## src/sv/bmdw_pkg.sv

```systemverilog
`timescale 1ns / 1ps
// Shared types, constants and helper functions for the binary morphology disk window.
// No dependencies; every other file of the block imports this package.
package bmdw_pkg;

  localparam int RADIUS_DEF    = 2;
  localparam int MAX_WIDTH_DEF = 1024;
  localparam int MAX_HEIGHT    = 4096;

  localparam int OP_W    = 1;
  localparam int IMG_W_W = 11;
  localparam int IMG_H_W = 13;

  localparam int ADDR_W  = 4;
  localparam int DATA_W  = 32;
  localparam int TDATA_W = 8;

  localparam logic [1:0] REG_OPERATION    = 2'd0;
  localparam logic [1:0] REG_IMAGE_WIDTH  = 2'd1;
  localparam logic [1:0] REG_IMAGE_HEIGHT = 2'd2;

  localparam logic KIND_PIXEL = 1'b0;
  localparam logic KIND_DRAIN = 1'b1;

  localparam logic [OP_W-1:0] OP_ERODE  = 1'b0;
  localparam logic [OP_W-1:0] OP_DILATE = 1'b1;

  localparam logic [OP_W-1:0]    OPERATION_RST    = OP_ERODE;
  localparam logic [IMG_W_W-1:0] IMAGE_WIDTH_RST  = 11'd64;
  localparam logic [IMG_H_W-1:0] IMAGE_HEIGHT_RST = 13'd64;

  typedef struct packed {
    logic rd_en;
    logic wr_en;
    logic shift_en;
  } cell_ctl_t;

  typedef struct packed {
    logic [OP_W-1:0]    operation;
    logic [IMG_W_W-1:0] image_width;
    logic [IMG_H_W-1:0] image_height;
    logic               restart;
  } cfg_t;

  function automatic logic in_disk(input int dy, input int dx, input int rad);
    return (dy * dy + dx * dx) <= (rad * rad);
  endfunction

endpackage

```

## src/sv/bmdw_regs.sv

```systemverilog
`timescale 1ns / 1ps
// Configuration register file behind the APB-style port.
// Depends on bmdw_pkg for register indexes, widths and reset values.
module bmdw_regs import bmdw_pkg::*; (
  input  logic              clk,
  input  logic              rst,
  input  logic              psel,
  input  logic              penable,
  input  logic              pwrite,
  input  logic [ADDR_W-1:0] paddr,
  input  logic [DATA_W-1:0] pwdata,
  output logic [DATA_W-1:0] prdata,
  output logic              pready,
  output cfg_t              cfg
);

  logic [ADDR_W-3:0]  idx;
  logic               wr;
  logic [OP_W-1:0]    operation;
  logic [IMG_W_W-1:0] image_width;
  logic [IMG_H_W-1:0] image_height;

  assign idx    = paddr[ADDR_W-1:2];
  assign wr     = psel && penable && pwrite && pready;
  assign pready = 1'b1;

  always_ff @(posedge clk) begin
    if (rst) begin
      operation    <= OPERATION_RST;
      image_width  <= IMAGE_WIDTH_RST;
      image_height <= IMAGE_HEIGHT_RST;
    end else if (wr) begin
      case (idx)
        REG_OPERATION:    operation    <= pwdata[OP_W-1:0];
        REG_IMAGE_WIDTH:  image_width  <= pwdata[IMG_W_W-1:0];
        REG_IMAGE_HEIGHT: image_height <= pwdata[IMG_H_W-1:0];
        default: ;
      endcase
    end
  end

  always_comb begin
    case (idx)
      REG_OPERATION:    prdata = DATA_W'(operation);
      REG_IMAGE_WIDTH:  prdata = DATA_W'(image_width);
      REG_IMAGE_HEIGHT: prdata = DATA_W'(image_height);
      default:          prdata = '0;
    endcase
  end

  assign cfg.operation    = operation;
  assign cfg.image_width  = image_width;
  assign cfg.image_height = image_height;
  assign cfg.restart      = wr && (idx inside {REG_OPERATION, REG_IMAGE_WIDTH, REG_IMAGE_HEIGHT});

endmodule

```

## src/sv/bmdw_cell.sv

```systemverilog
`timescale 1ns / 1ps
// One row cell of the window chain: a line memory (when HAS_LINE is set) that delays its
// input by one image row, and one row of the kernel window. Depends on bmdw_pkg.
module bmdw_cell import bmdw_pkg::*; #(
  parameter int RADIUS    = RADIUS_DEF,
  parameter int MAX_WIDTH = MAX_WIDTH_DEF,
  parameter int ROW       = 0,
  parameter bit HAS_LINE  = 1'b1
) (
  input  logic                         clk,
  input  cell_ctl_t                    ctl,
  input  logic [$clog2(MAX_WIDTH)-1:0] rd_addr,
  input  logic [$clog2(MAX_WIDTH)-1:0] wr_addr,
  input  logic                         din,
  output logic                         line_out,
  output logic                         row_all,
  output logic                         row_any
);

  localparam int TAPS = 2 * RADIUS + 1;

  logic [TAPS-1:0] win;
  logic [TAPS-1:0] kmask;

  always_ff @(posedge clk) begin
    if (ctl.shift_en) begin
      win <= {win[TAPS-2:0], din};
    end
  end

  always_comb begin
    for (int j = 0; j < TAPS; j++) begin
      kmask[j] = in_disk(ROW - RADIUS, j - RADIUS, RADIUS);
    end
  end

  assign row_all = &(win | ~kmask);
  assign row_any = |(win & kmask);

  generate
    if (HAS_LINE) begin : g_line
      logic line_mem [MAX_WIDTH];

      always_ff @(posedge clk) begin
        if (ctl.rd_en) begin
          line_out <= line_mem[rd_addr];
        end
      end

      always_ff @(posedge clk) begin
        if (ctl.wr_en) begin
          line_mem[wr_addr] <= din;
        end
      end
    end else begin : g_no_line
      assign line_out = 1'b0;
    end
  endgenerate

endmodule

```

## src/sv/bmdw_ctrl.sv

```systemverilog
`timescale 1ns / 1ps
// Raster position counters, border and frame-end logic, and the elastic
// pipeline with its output register. Depends on bmdw_pkg.
module bmdw_ctrl import bmdw_pkg::*; #(
  parameter int RADIUS    = RADIUS_DEF,
  parameter int MAX_WIDTH = MAX_WIDTH_DEF
) (
  input  logic                         clk,
  input  logic                         rst,
  input  cfg_t                         cfg,
  input  logic                         s_tvalid,
  output logic                         s_tready,
  input  logic                         s_kind,
  input  logic                         s_bit,
  output logic                         m_tvalid,
  input  logic                         m_tready,
  output logic                         m_result,
  output logic                         m_last,
  input  logic                         hit,
  output cell_ctl_t                    cell_ctl,
  output logic [$clog2(MAX_WIDTH)-1:0] rd_addr,
  output logic [$clog2(MAX_WIDTH)-1:0] wr_addr,
  output logic                         din0
);

  localparam int COL_W = $clog2(MAX_WIDTH);
  localparam int LAG_W = $clog2(RADIUS * MAX_WIDTH + RADIUS + 1);

  logic [IMG_W_W-1:0] w_eff;
  logic [IMG_H_W-1:0] h_eff;
  logic [LAG_W-1:0]   lag;

  logic [IMG_H_W-1:0] in_row;
  logic [COL_W-1:0]   in_col;
  logic [LAG_W-1:0]   lead;
  logic [IMG_H_W-1:0] out_row;
  logic [COL_W-1:0]   out_col;

  logic accept, drain_phase, is_pix, emit;
  logic in_col_last, out_col_last, out_row_last, last_out, border;

  logic             s1_valid, s1_pix, s1_bit, s1_emit, s1_border, s1_last;
  logic [COL_W-1:0] s1_col;
  logic             s2_valid, s2_border, s2_last;
  logic             out_free, s2_free, s1_free, s1_move, s2_move;

  always_comb begin
    if (cfg.image_width == '0) begin
      w_eff = IMG_W_W'(1);
    end else if (32'(cfg.image_width) > 32'(MAX_WIDTH)) begin
      w_eff = IMG_W_W'(MAX_WIDTH);
    end else begin
      w_eff = cfg.image_width;
    end
    if (cfg.image_height == '0) begin
      h_eff = IMG_H_W'(1);
    end else if (32'(cfg.image_height) > 32'(MAX_HEIGHT)) begin
      h_eff = IMG_H_W'(MAX_HEIGHT);
    end else begin
      h_eff = cfg.image_height;
    end
  end

  assign lag = LAG_W'(32'(RADIUS) * 32'(w_eff) + 32'(RADIUS));

  assign drain_phase  = (in_row >= h_eff);
  assign is_pix       = !drain_phase && (s_kind == KIND_PIXEL);
  assign emit         = drain_phase || (is_pix && (lead == lag));
  assign accept       = s_tvalid && s_tready;

  assign in_col_last  = (32'(in_col) + 32'd1 >= 32'(w_eff));
  assign out_col_last = (32'(out_col) + 32'd1 >= 32'(w_eff));
  assign out_row_last = (32'(out_row) + 32'd1 >= 32'(h_eff));
  assign last_out     = out_row_last && out_col_last;
  assign border       = (32'(out_row) < 32'(RADIUS))
                     || (32'(out_row) + 32'(RADIUS) >= 32'(h_eff))
                     || (32'(out_col) < 32'(RADIUS))
                     || (32'(out_col) + 32'(RADIUS) >= 32'(w_eff));

  always_ff @(posedge clk) begin
    if (rst || cfg.restart) begin
      in_row  <= '0;
      in_col  <= '0;
      lead    <= '0;
      out_row <= '0;
      out_col <= '0;
    end else if (accept) begin
      if (emit && last_out) begin
        in_row  <= '0;
        in_col  <= '0;
        lead    <= '0;
        out_row <= '0;
        out_col <= '0;
      end else begin
        if (is_pix) begin
          in_col <= in_col_last ? '0 : in_col + 1'b1;
          if (in_col_last) begin
            in_row <= in_row + 1'b1;
          end
          if (lead != lag) begin
            lead <= lead + 1'b1;
          end
        end
        if (emit) begin
          out_col <= out_col_last ? '0 : out_col + 1'b1;
          if (out_col_last) begin
            out_row <= out_row + 1'b1;
          end
        end
      end
    end
  end

  assign out_free = !m_tvalid || m_tready;
  assign s2_free  = !s2_valid || out_free;
  assign s1_free  = !s1_valid || s2_free;
  assign s1_move  = s1_valid && s2_free;
  assign s2_move  = s2_valid && out_free;
  assign s_tready = s1_free;

  always_ff @(posedge clk) begin
    if (rst) begin
      s1_valid <= 1'b0;
      s2_valid <= 1'b0;
      m_tvalid <= 1'b0;
    end else begin
      if (s1_free) begin
        s1_valid <= accept && (is_pix || emit);
      end
      if (s2_free) begin
        s2_valid <= s1_move && s1_emit;
      end
      if (out_free) begin
        m_tvalid <= s2_move;
      end
    end
  end

  always_ff @(posedge clk) begin
    if (accept) begin
      s1_pix    <= is_pix;
      s1_bit    <= s_bit;
      s1_col    <= in_col;
      s1_emit   <= emit;
      s1_border <= border;
      s1_last   <= last_out;
    end
    if (s1_move) begin
      s2_border <= s1_border;
      s2_last   <= s1_last;
    end
    if (s2_move) begin
      m_result <= !s2_border && hit;
      m_last   <= s2_last;
    end
  end

  assign cell_ctl.rd_en    = accept && is_pix;
  assign cell_ctl.wr_en    = s1_move && s1_pix;
  assign cell_ctl.shift_en = s1_move && s1_pix;
  assign rd_addr           = in_col;
  assign wr_addr           = s1_col;
  assign din0              = s1_bit;

endmodule

```

## src/sv/binary_morphology_disk_window.sv

```systemverilog
`timescale 1ns / 1ps
// Streaming binary erosion or dilation of a raster-order mask with a disk kernel of
// radius RADIUS. The block takes one stream transfer per clock and gives one result per
// clock when both sides keep pace; the result of a transfer passes through the s1 and s2
// stages and then the output register, and the chain of 2*RADIUS+1 row cells all shift
// once per pixel. Result pixel q leaves with input pixel q + RADIUS*width + RADIUS, so
// after the last frame pixel that many drain ticks (or further pixels) flush the rest.
// Pixels within RADIUS of any border read as 0. Each row cell but the last owns a line
// memory of MAX_WIDTH bits; its stale contents reach only border results, so it needs no
// clearing after reset. Writing any of the three registers restarts the frame.
module binary_morphology_disk_window import bmdw_pkg::*; #(
  parameter int RADIUS    = RADIUS_DEF,
  parameter int MAX_WIDTH = MAX_WIDTH_DEF
) (
  input  logic               clk,
  input  logic               rst,
  input  logic               s_tvalid,
  output logic               s_tready,
  input  logic [TDATA_W-1:0] s_tdata,   // [0] mask_bit, rest zero fill
  input  logic               s_tuser,   // [0] kind
  output logic               m_tvalid,
  input  logic               m_tready,
  output logic [TDATA_W-1:0] m_tdata,   // [0] result_bit, rest zero fill
  output logic               m_tlast,
  input  logic               psel,
  input  logic               penable,
  input  logic               pwrite,
  input  logic [ADDR_W-1:0]  paddr,
  input  logic [DATA_W-1:0]  pwdata,
  output logic [DATA_W-1:0]  prdata,
  output logic               pready
);

  localparam int TAPS  = 2 * RADIUS + 1;
  localparam int COL_W = $clog2(MAX_WIDTH);

  cfg_t             cfg;
  cell_ctl_t        cell_ctl;
  logic [COL_W-1:0] rd_addr;
  logic [COL_W-1:0] wr_addr;
  logic [TAPS:0]    chain;
  logic [TAPS-1:0]  row_all;
  logic [TAPS-1:0]  row_any;
  logic             hit;
  logic             m_result;

  bmdw_regs u_regs (
    .clk     (clk),
    .rst     (rst),
    .psel    (psel),
    .penable (penable),
    .pwrite  (pwrite),
    .paddr   (paddr),
    .pwdata  (pwdata),
    .prdata  (prdata),
    .pready  (pready),
    .cfg     (cfg)
  );

  bmdw_ctrl #(
    .RADIUS    (RADIUS),
    .MAX_WIDTH (MAX_WIDTH)
  ) u_ctrl (
    .clk      (clk),
    .rst      (rst),
    .cfg      (cfg),
    .s_tvalid (s_tvalid),
    .s_tready (s_tready),
    .s_kind   (s_tuser),
    .s_bit    (s_tdata[0]),
    .m_tvalid (m_tvalid),
    .m_tready (m_tready),
    .m_result (m_result),
    .m_last   (m_tlast),
    .hit      (hit),
    .cell_ctl (cell_ctl),
    .rd_addr  (rd_addr),
    .wr_addr  (wr_addr),
    .din0     (chain[0])
  );

  generate
    for (genvar k = 0; k < TAPS; k++) begin : g_cell
      bmdw_cell #(
        .RADIUS    (RADIUS),
        .MAX_WIDTH (MAX_WIDTH),
        .ROW       (k),
        .HAS_LINE  (k < TAPS - 1)
      ) u_cell (
        .clk      (clk),
        .ctl      (cell_ctl),
        .rd_addr  (rd_addr),
        .wr_addr  (wr_addr),
        .din      (chain[k]),
        .line_out (chain[k+1]),
        .row_all  (row_all[k]),
        .row_any  (row_any[k])
      );
    end
  endgenerate

  assign hit     = (cfg.operation == OP_DILATE) ? (|row_any) : (&row_all);
  assign m_tdata = {{(TDATA_W-1){1'b0}}, m_result};

endmodule

```

## config.mk

```make
export PLATFORM = sky130hd
export DESIGN_NAME = binary_morphology_disk_window
export DESIGN_NICKNAME = d
export VERILOG_FILES = /design/src/sv/bmdw_pkg.sv /design/src/sv/bmdw_regs.sv /design/src/sv/bmdw_cell.sv /design/src/sv/bmdw_ctrl.sv /design/src/sv/binary_morphology_disk_window.sv
export SDC_FILE = /design/constraint.sdc
export NUM_CORES = 2
export LEC_CHECK = 0
export ABC_AREA = 1
export BUFFER_PORTS_ARGS = -buffer_cell sky130_fd_sc_hd__buf_2
export CELL_PAD_IN_SITES_DETAIL_PLACEMENT = 1
export CELL_PAD_IN_SITES_GLOBAL_PLACEMENT = 1
export CORE_UTILIZATION = 33
export DETAILED_ROUTE_END_ITERATION = 7
export GPL_ROUTABILITY_DRIVEN = 0
export PLACE_DENSITY = 0.63
export SYNTH_ARGS = -nofsm -noshare
export SYNTH_HDL_FRONTEND = slang
export SYNTH_SLANG_ARGS = --single-unit
```

## constraint.sdc

```tcl
create_clock -name clk -period 41.7 [get_ports clk]
set_input_delay 8.34 -clock clk [delete_from_list [all_inputs] [get_ports clk]]
set_output_delay 8.34 -clock clk [all_outputs]
set_load 0.02 [all_outputs]
```

==> Word level (Yosys, flattened, before mapping) <==
Memory sizes are Yosys's and may differ from the RTL's. A register that Yosys moved wholly into a read port is not among the register bits.
Cells that the tools add are included.
{ "op_classes": {"add_sub_neg": 11, "order_cmp": 10, "n_eq_ne": 4, "n_mux": 23, "n_bitwise": 1, "reduce_logical": 48} }
{ "op_table": {"columns": ["operator", "count"], "rows": [
  ["$mux 13", 8],
  ["$ge 32x11->1", 3],
  ["$ge 32x13->1", 2],
  ["$mux 10", 6],
  ["$pmux 13 s3", 1],
  ["$mux 12", 3],
  ["$add 13x1->13 const B", 2],
  ["$add 10x1->11 const B", 2],
  ["$mux 11", 2],
  ["$add 10x1->10 const B", 2],
  ["$logic_and 1x1->1", 15],
  ["$add 13x1->14 const B", 1],
  ["$add 13x2->14 const B", 1],
  ["$ge 13x13->1", 1],
  ["$gt 13x13->1 const B", 1],
  ["$logic_not 13->1", 1],
  ["$lt 13x2->1 const B", 1],
  ["$reduce_and 13->1", 1],
  ["$reduce_or 13->1", 1],
  ["$add 12x1->12 const B", 1],
  ["$add 12x2->12 const B", 1],
  ["$eq 12x12->1", 1],
  ["$ne 12x12->1", 1],
  ["$add 10x2->11 const B", 1],
  ["other kinds (14)", 38]
]} }
{ "word_totals": {"ff_bits": 124, "mem_bits_rw": 4096, "inputBits": 52, "out_inout_bits": 44, "memories": 4} }
{ "memory_table": {"columns": ["name", "words", "width", "rd", "rd_ports_with_merged_regs", "wr", "line_no", "rtl"], "rows": [
  ["g_cell[0].u_cell.g_line.line_mem", 1024, 1, 1, 1, 1, "bmdw_cell.sv:42", "logic line_mem [MAX_WIDTH];"],
  ["g_cell[1].u_cell.g_line.line_mem", 1024, 1, 1, 1, 1, "bmdw_cell.sv:42", null],
  ["g_cell[2].u_cell.g_line.line_mem", 1024, 1, 1, 1, 1, "bmdw_cell.sv:42", null],
  ["g_cell[3].u_cell.g_line.line_mem", 1024, 1, 1, 1, 1, "bmdw_cell.sv:42", null]
]} }

==> Longest topological paths before layout <==
{ "logic_depth": {"word_depth": 11, "mapped_depth": 25, "depth_no_buf": 23} }

==> Cells and area by module <==
From an unflattened synthesis, not the netlist that was laid out.
{ "unflattened": {"cells_unflattened": 19926, "area_unflattened_um2": 194596.6} }
{ "by_module_without_submodules": {"columns": ["module", "instances", "cells_per_inst", "area_per_inst_um2"], "rows": [
  ["bmdw_cell (g_cell[1].u_cell ...)", 2, 4688, 46564.7],
  ["bmdw_cell (g_cell[2].u_cell)", 1, 4690, 46667.3],
  ["bmdw_cell (g_cell[0].u_cell)", 1, 4683, 46499.6],
  ["bmdw_ctrl", 1, 930, 6640.1],
  ["bmdw_regs", 1, 221, 1443.9],
  ["bmdw_cell (g_cell[4].u_cell)", 1, 6, 108.9],
  ["binary_morphology_disk_window", 1, 20, 107.6]
]} }

==> Worst setup path after synthesis <==
Ideal clock, no wire load.
{ "synth_timing": {"path_kind": "in2out", "startpoint": "input port paddr[2]", "endpoint": "output port prdata[8]", "arrival_ps": 9193, "required_time_ps": 33360, "setup_slack_ps": 24167, "cell_stages": 5, "n_path_buf": 1, "path_cell_list": "inv_1 nor2_1 inv_1 clkbuf_1 o21ai_0"} }
{ "synth_via": {"elab_chain_len": 2, "elab_cells_between_ends": 4, "classes_between": "eq/ne (2); mux (1); reduce/logical (1)"} }
{ "synth_rtl": {"columns": ["element", "line_no", "rtl"], "rows": [
  ["start: declaration", "binary_morphology_disk_window.sv:28", "input logic [ADDR_W-1:0] paddr,"],
  ["$eq 2x2->1 (tied with other cells)", "bmdw_regs.sv:43", "case (idx)"],
  ["$pmux 13 s3 (*)", "bmdw_regs.sv:43", null],
  ["end: declaration", "binary_morphology_disk_window.sv:30", "output logic [DATA_W-1:0] prdata,"]
]} }
Mark *: on every way between the ends. The rest lies on a longest branch, timed or not.

==> Worst setup path in the final report <==
{ "layout_timing": {"startpoint": "input port paddr[3]", "endpoint": "output port prdata[0]"} }
Same word-level chain as after synthesis.

==> run summary <==
IO Pins: 96
DR iter-0 viols: 11560
fin area: 0.1940 mm^2
placed cell count: 19870
Top FF cell, synth: edfxtp_1
clk_lat worst skew: 1040 ps
Setup Viol. Count Final: 0
Final WS setup: 24080 ps
clock share of power: 36.5%
Nets: 13510
Die X: 725.7 um
vias in the first global route: 117000
CP Launch Type: primary input
CTS tree: yes
Core Util, Final: 37.21%
Avg Vias per Cell: 5.520
Synth Register Bits: 4224
Rows: 265
metal3 WL: 36.86 mm
post-synth cell types: 52
Root Buffer Master: clkbuf_16
wire length on met2: 260.7 mm
Top Layer Used: met5
Avg Inst Size Synth: 12.56 um^2
Top delay family on crit path: buffers and inverters
most common cell after layout, fill and taps aside: edfxtp_1
largest family of logic cells by synthesized area: compound AO/OA/AOI/OAI gates
placed inst area: 0.1795 mm^2
pre-CTS WS: 24090 ps
Final ANT Viol Nets: 0
Sw Pwr: 3.312 mW
Total Neg Setup Slack: 0 ps
Clock Sinks: 4224
Post-Synthesis Cells: 13760
Max VDD drop: 0.03999 mV
Fin Hold WS: 417.9 ps
unrepaired setup endpoints after global routing: false
fin. max-slew vios: 0
critical-path maximum fanout: 13
number of max-cap violations: 0
Power, Total: 10.91 mW
mux cell area share after synthesis: 0.01158%
CTS Buf Count: 445
core footprint: 0.5212 mm^2
via count: 114300
die area: 0.5266 mm^2
Final period util: 42.26%
global-route wire length before repair: 806.2 mm
slew margin rel.: 13.23%
CP arrival: 9280 ps
final hold vios: 0
Worst setup EP type: primary output
Setup Crit Path Kind: primary input to primary output
Worst Tran Pin Value: 1292 ps
GR Util All Layers: 20.36%
total grt overflow: 0
Die H: 725.7 um
leading area contributor after synthesis: edfxtp_1
# port buffers: 40
YS warnings: 0
Min-Delay Path Class: flip-flop to flip-flop
Worst Path Buf+Inv: 4
Cell Area, Synth: 0.1728 mm^2
initial antenna violation count: 34
synthesis-to-finish area growth: 12.24%
Initial Util: 33.16%
Setup Skew: 88.47 ps
FFs w/ async S/R, synth: 0%
Flop pwr share: 45.2%
post-synthesis adder-cell area fraction: 0.5937%
crit path time final: 17620 ps
XOR/XNOR Fraction of Synth Area: 0.2635%
final wirelength: 553.1 mm
Post-Synth Simple-Gate Area: 10.13%
H-tree depth: 5
Cell Chain, Critical Path: buf_2 > inv_1 > nor2_1 > inv_1 > o221ai_1 > buf_2
WP data required: 33360 ps
most frequent cells in the layout: edfxtp_1, nor2_1, o21ai_0
CTS Buffer Depth: 4
post-synthesis sequential area ratio: 72.90%
cell area power density: 56.22 mW/mm^2
Post-synth EDFFs: 4138
crit-path max cell delay: 210 ps
top post-synthesis cells by area: edfxtp_1, nor2_1, o21ai_0
f_max: 56.75 MHz
M1 WL: 235.7 mm
post-CTS resize count: 0
slowest cell on the critical path: inv_1
wire per inst: 26.71 um
Hold Buf Count CTS: 0
largest net degree at the start of global routing: 210
Final HPWL DP: 314.6 mm
Lkg Pwr: 60.22 nW
1st-pass router iterations: 7
Post-CTS Setup Bufs: 0
fin cells: 20710
Internal: 7.593 mW
status: completed
Sw Share: 30.37%
Synth top area share: 71.90%
Comb power frac: 18.2%
layout cells sized above 1: 7.574%
drt drc: 0
Clock Pin Slew Worst Setup and Hold Paths: 60 ps
Compound-Gate Fraction of Synth Area: 12.87%
[cell families after synthesis]
kind of cell,after synthesis
and+or+nand+nor,4386
DFF,4224
AOI/OAI and AO/OA,3685
buffers and inverters,1331
adders and majority gates,82
xor gates and xnor gates,52
other,2
muxes,2
[final cells by class]
| cell class | instances | area [um^2] |
|---|---|---|
| Tap cell | 6942 | 8686 |
| Multi-Input combinational cell | 8234 | 41660 |
| Clock inverter | 292 | 2934 |
| Timing Repair Buffer | 290 | 2402 |
| Antenna cell | 5 | 12.51 |
| Fill cell | 55000 | 327300 |
| Sequential cell | 4224 | 126000 |
| Clock buffer | 534 | 11530 |
| Inverter | 184 | 734.5 |
[synthesized netlist by cell type, types with 3 or more instances]
| library cell | number |
|---|---|
| clkinv_1 | 3 |
| buf_6 | 8 |
| nand4_1 | 32 |
| nor4_1 | 15 |
| buf_2 | 283 |
| buf_1 | 32 |
| inv_1 | 170 |
| xor2_1 | 50 |
| nor2_2 | 3 |
| a21o_1 | 3 |
| o21ai_1 | 13 |
| o211ai_1 | 455 |
| dfxtp_1 | 86 |
| edfxtp_1 | 4138 |
| nand3_1 | 528 |
| a31oi_1 | 4 |
| a21oi_1 | 188 |
| o22ai_1 | 336 |
| o21a_1 | 6 |
| nand2_4 | 3 |
| nand2_1 | 409 |
| and3_1 | 4 |
| buf_4 | 42 |
| o221ai_1 | 578 |
| nor2_1 | 3297 |
| nor3_1 | 73 |
| ha_1 | 82 |
| clkbuf_1 | 782 |
| o31ai_1 | 3 |
| inv_2 | 10 |
| nand2_2 | 7 |
| o21ai_0 | 2092 |
[registers in the layout, indices dropped and copies added, names as in the netlist, 11 cells and up]
register	cells
u_regs.image_height	13
u_regs.image_width	11
u_ctrl.out_row	13
u_ctrl.in_row	13
u_ctrl.lead	12
g_cell.u_cell.g_line.line_mem	4096
g_cell.u_cell.win	19
[worst register-to-register path, cell delays in order (launching register included)]
cell,delay [ps]
dfxtp_4,800
buf_4,550
buf_4,620
buf_4,710
buf_4,630
buf_4,830
o21ai_0,220
o221ai_1,240
nand3_1,110
a21oi_1,510
nor3_1,140
buf_4,220
nand2_1,70
nand3_1,80
nand3_1,100
nand3_1,80
nand2_1,350
[path summary, 6_finish.rpt]
kind | startpoint | endpoint | slack, ps | cells past startpoint
max | paddr[3] | prdata[0] | 24080 | 6
min | g_cell[4].u_cell.win[0] | g_cell[4].u_cell.win[1] | 420 | 0
max reg2reg | u_ctrl.rd_addr[0] | g_cell[3].u_cell.line_out | 35150 | 16
min reg2reg | g_cell[4].u_cell.win[0] | g_cell[4].u_cell.win[1] | 420 | 0
[routing by layer]
metal	vias to the layer above	global-route usage, %
met5	-	0
met4	2	6.695
met3	788	2.817
met2	3785	33.77
met1	59180	27.57
li1	50540	-
[power by group through the flow]
stage | Clock [mW] | Combinational, mW | Sequential (mW)
CTS | 4.04 | 1.99 | 4.93
global placement | 0 | 1.96 | 5.02
finish | 3.99 | 1.99 | 4.93
floorplan | 0 | 1.13 | 5.40
global route | 4.18 | 2.17 | 4.93
detailed placement | 0 | 1.98 | 5.02
(Power assumes the default switching activity.)
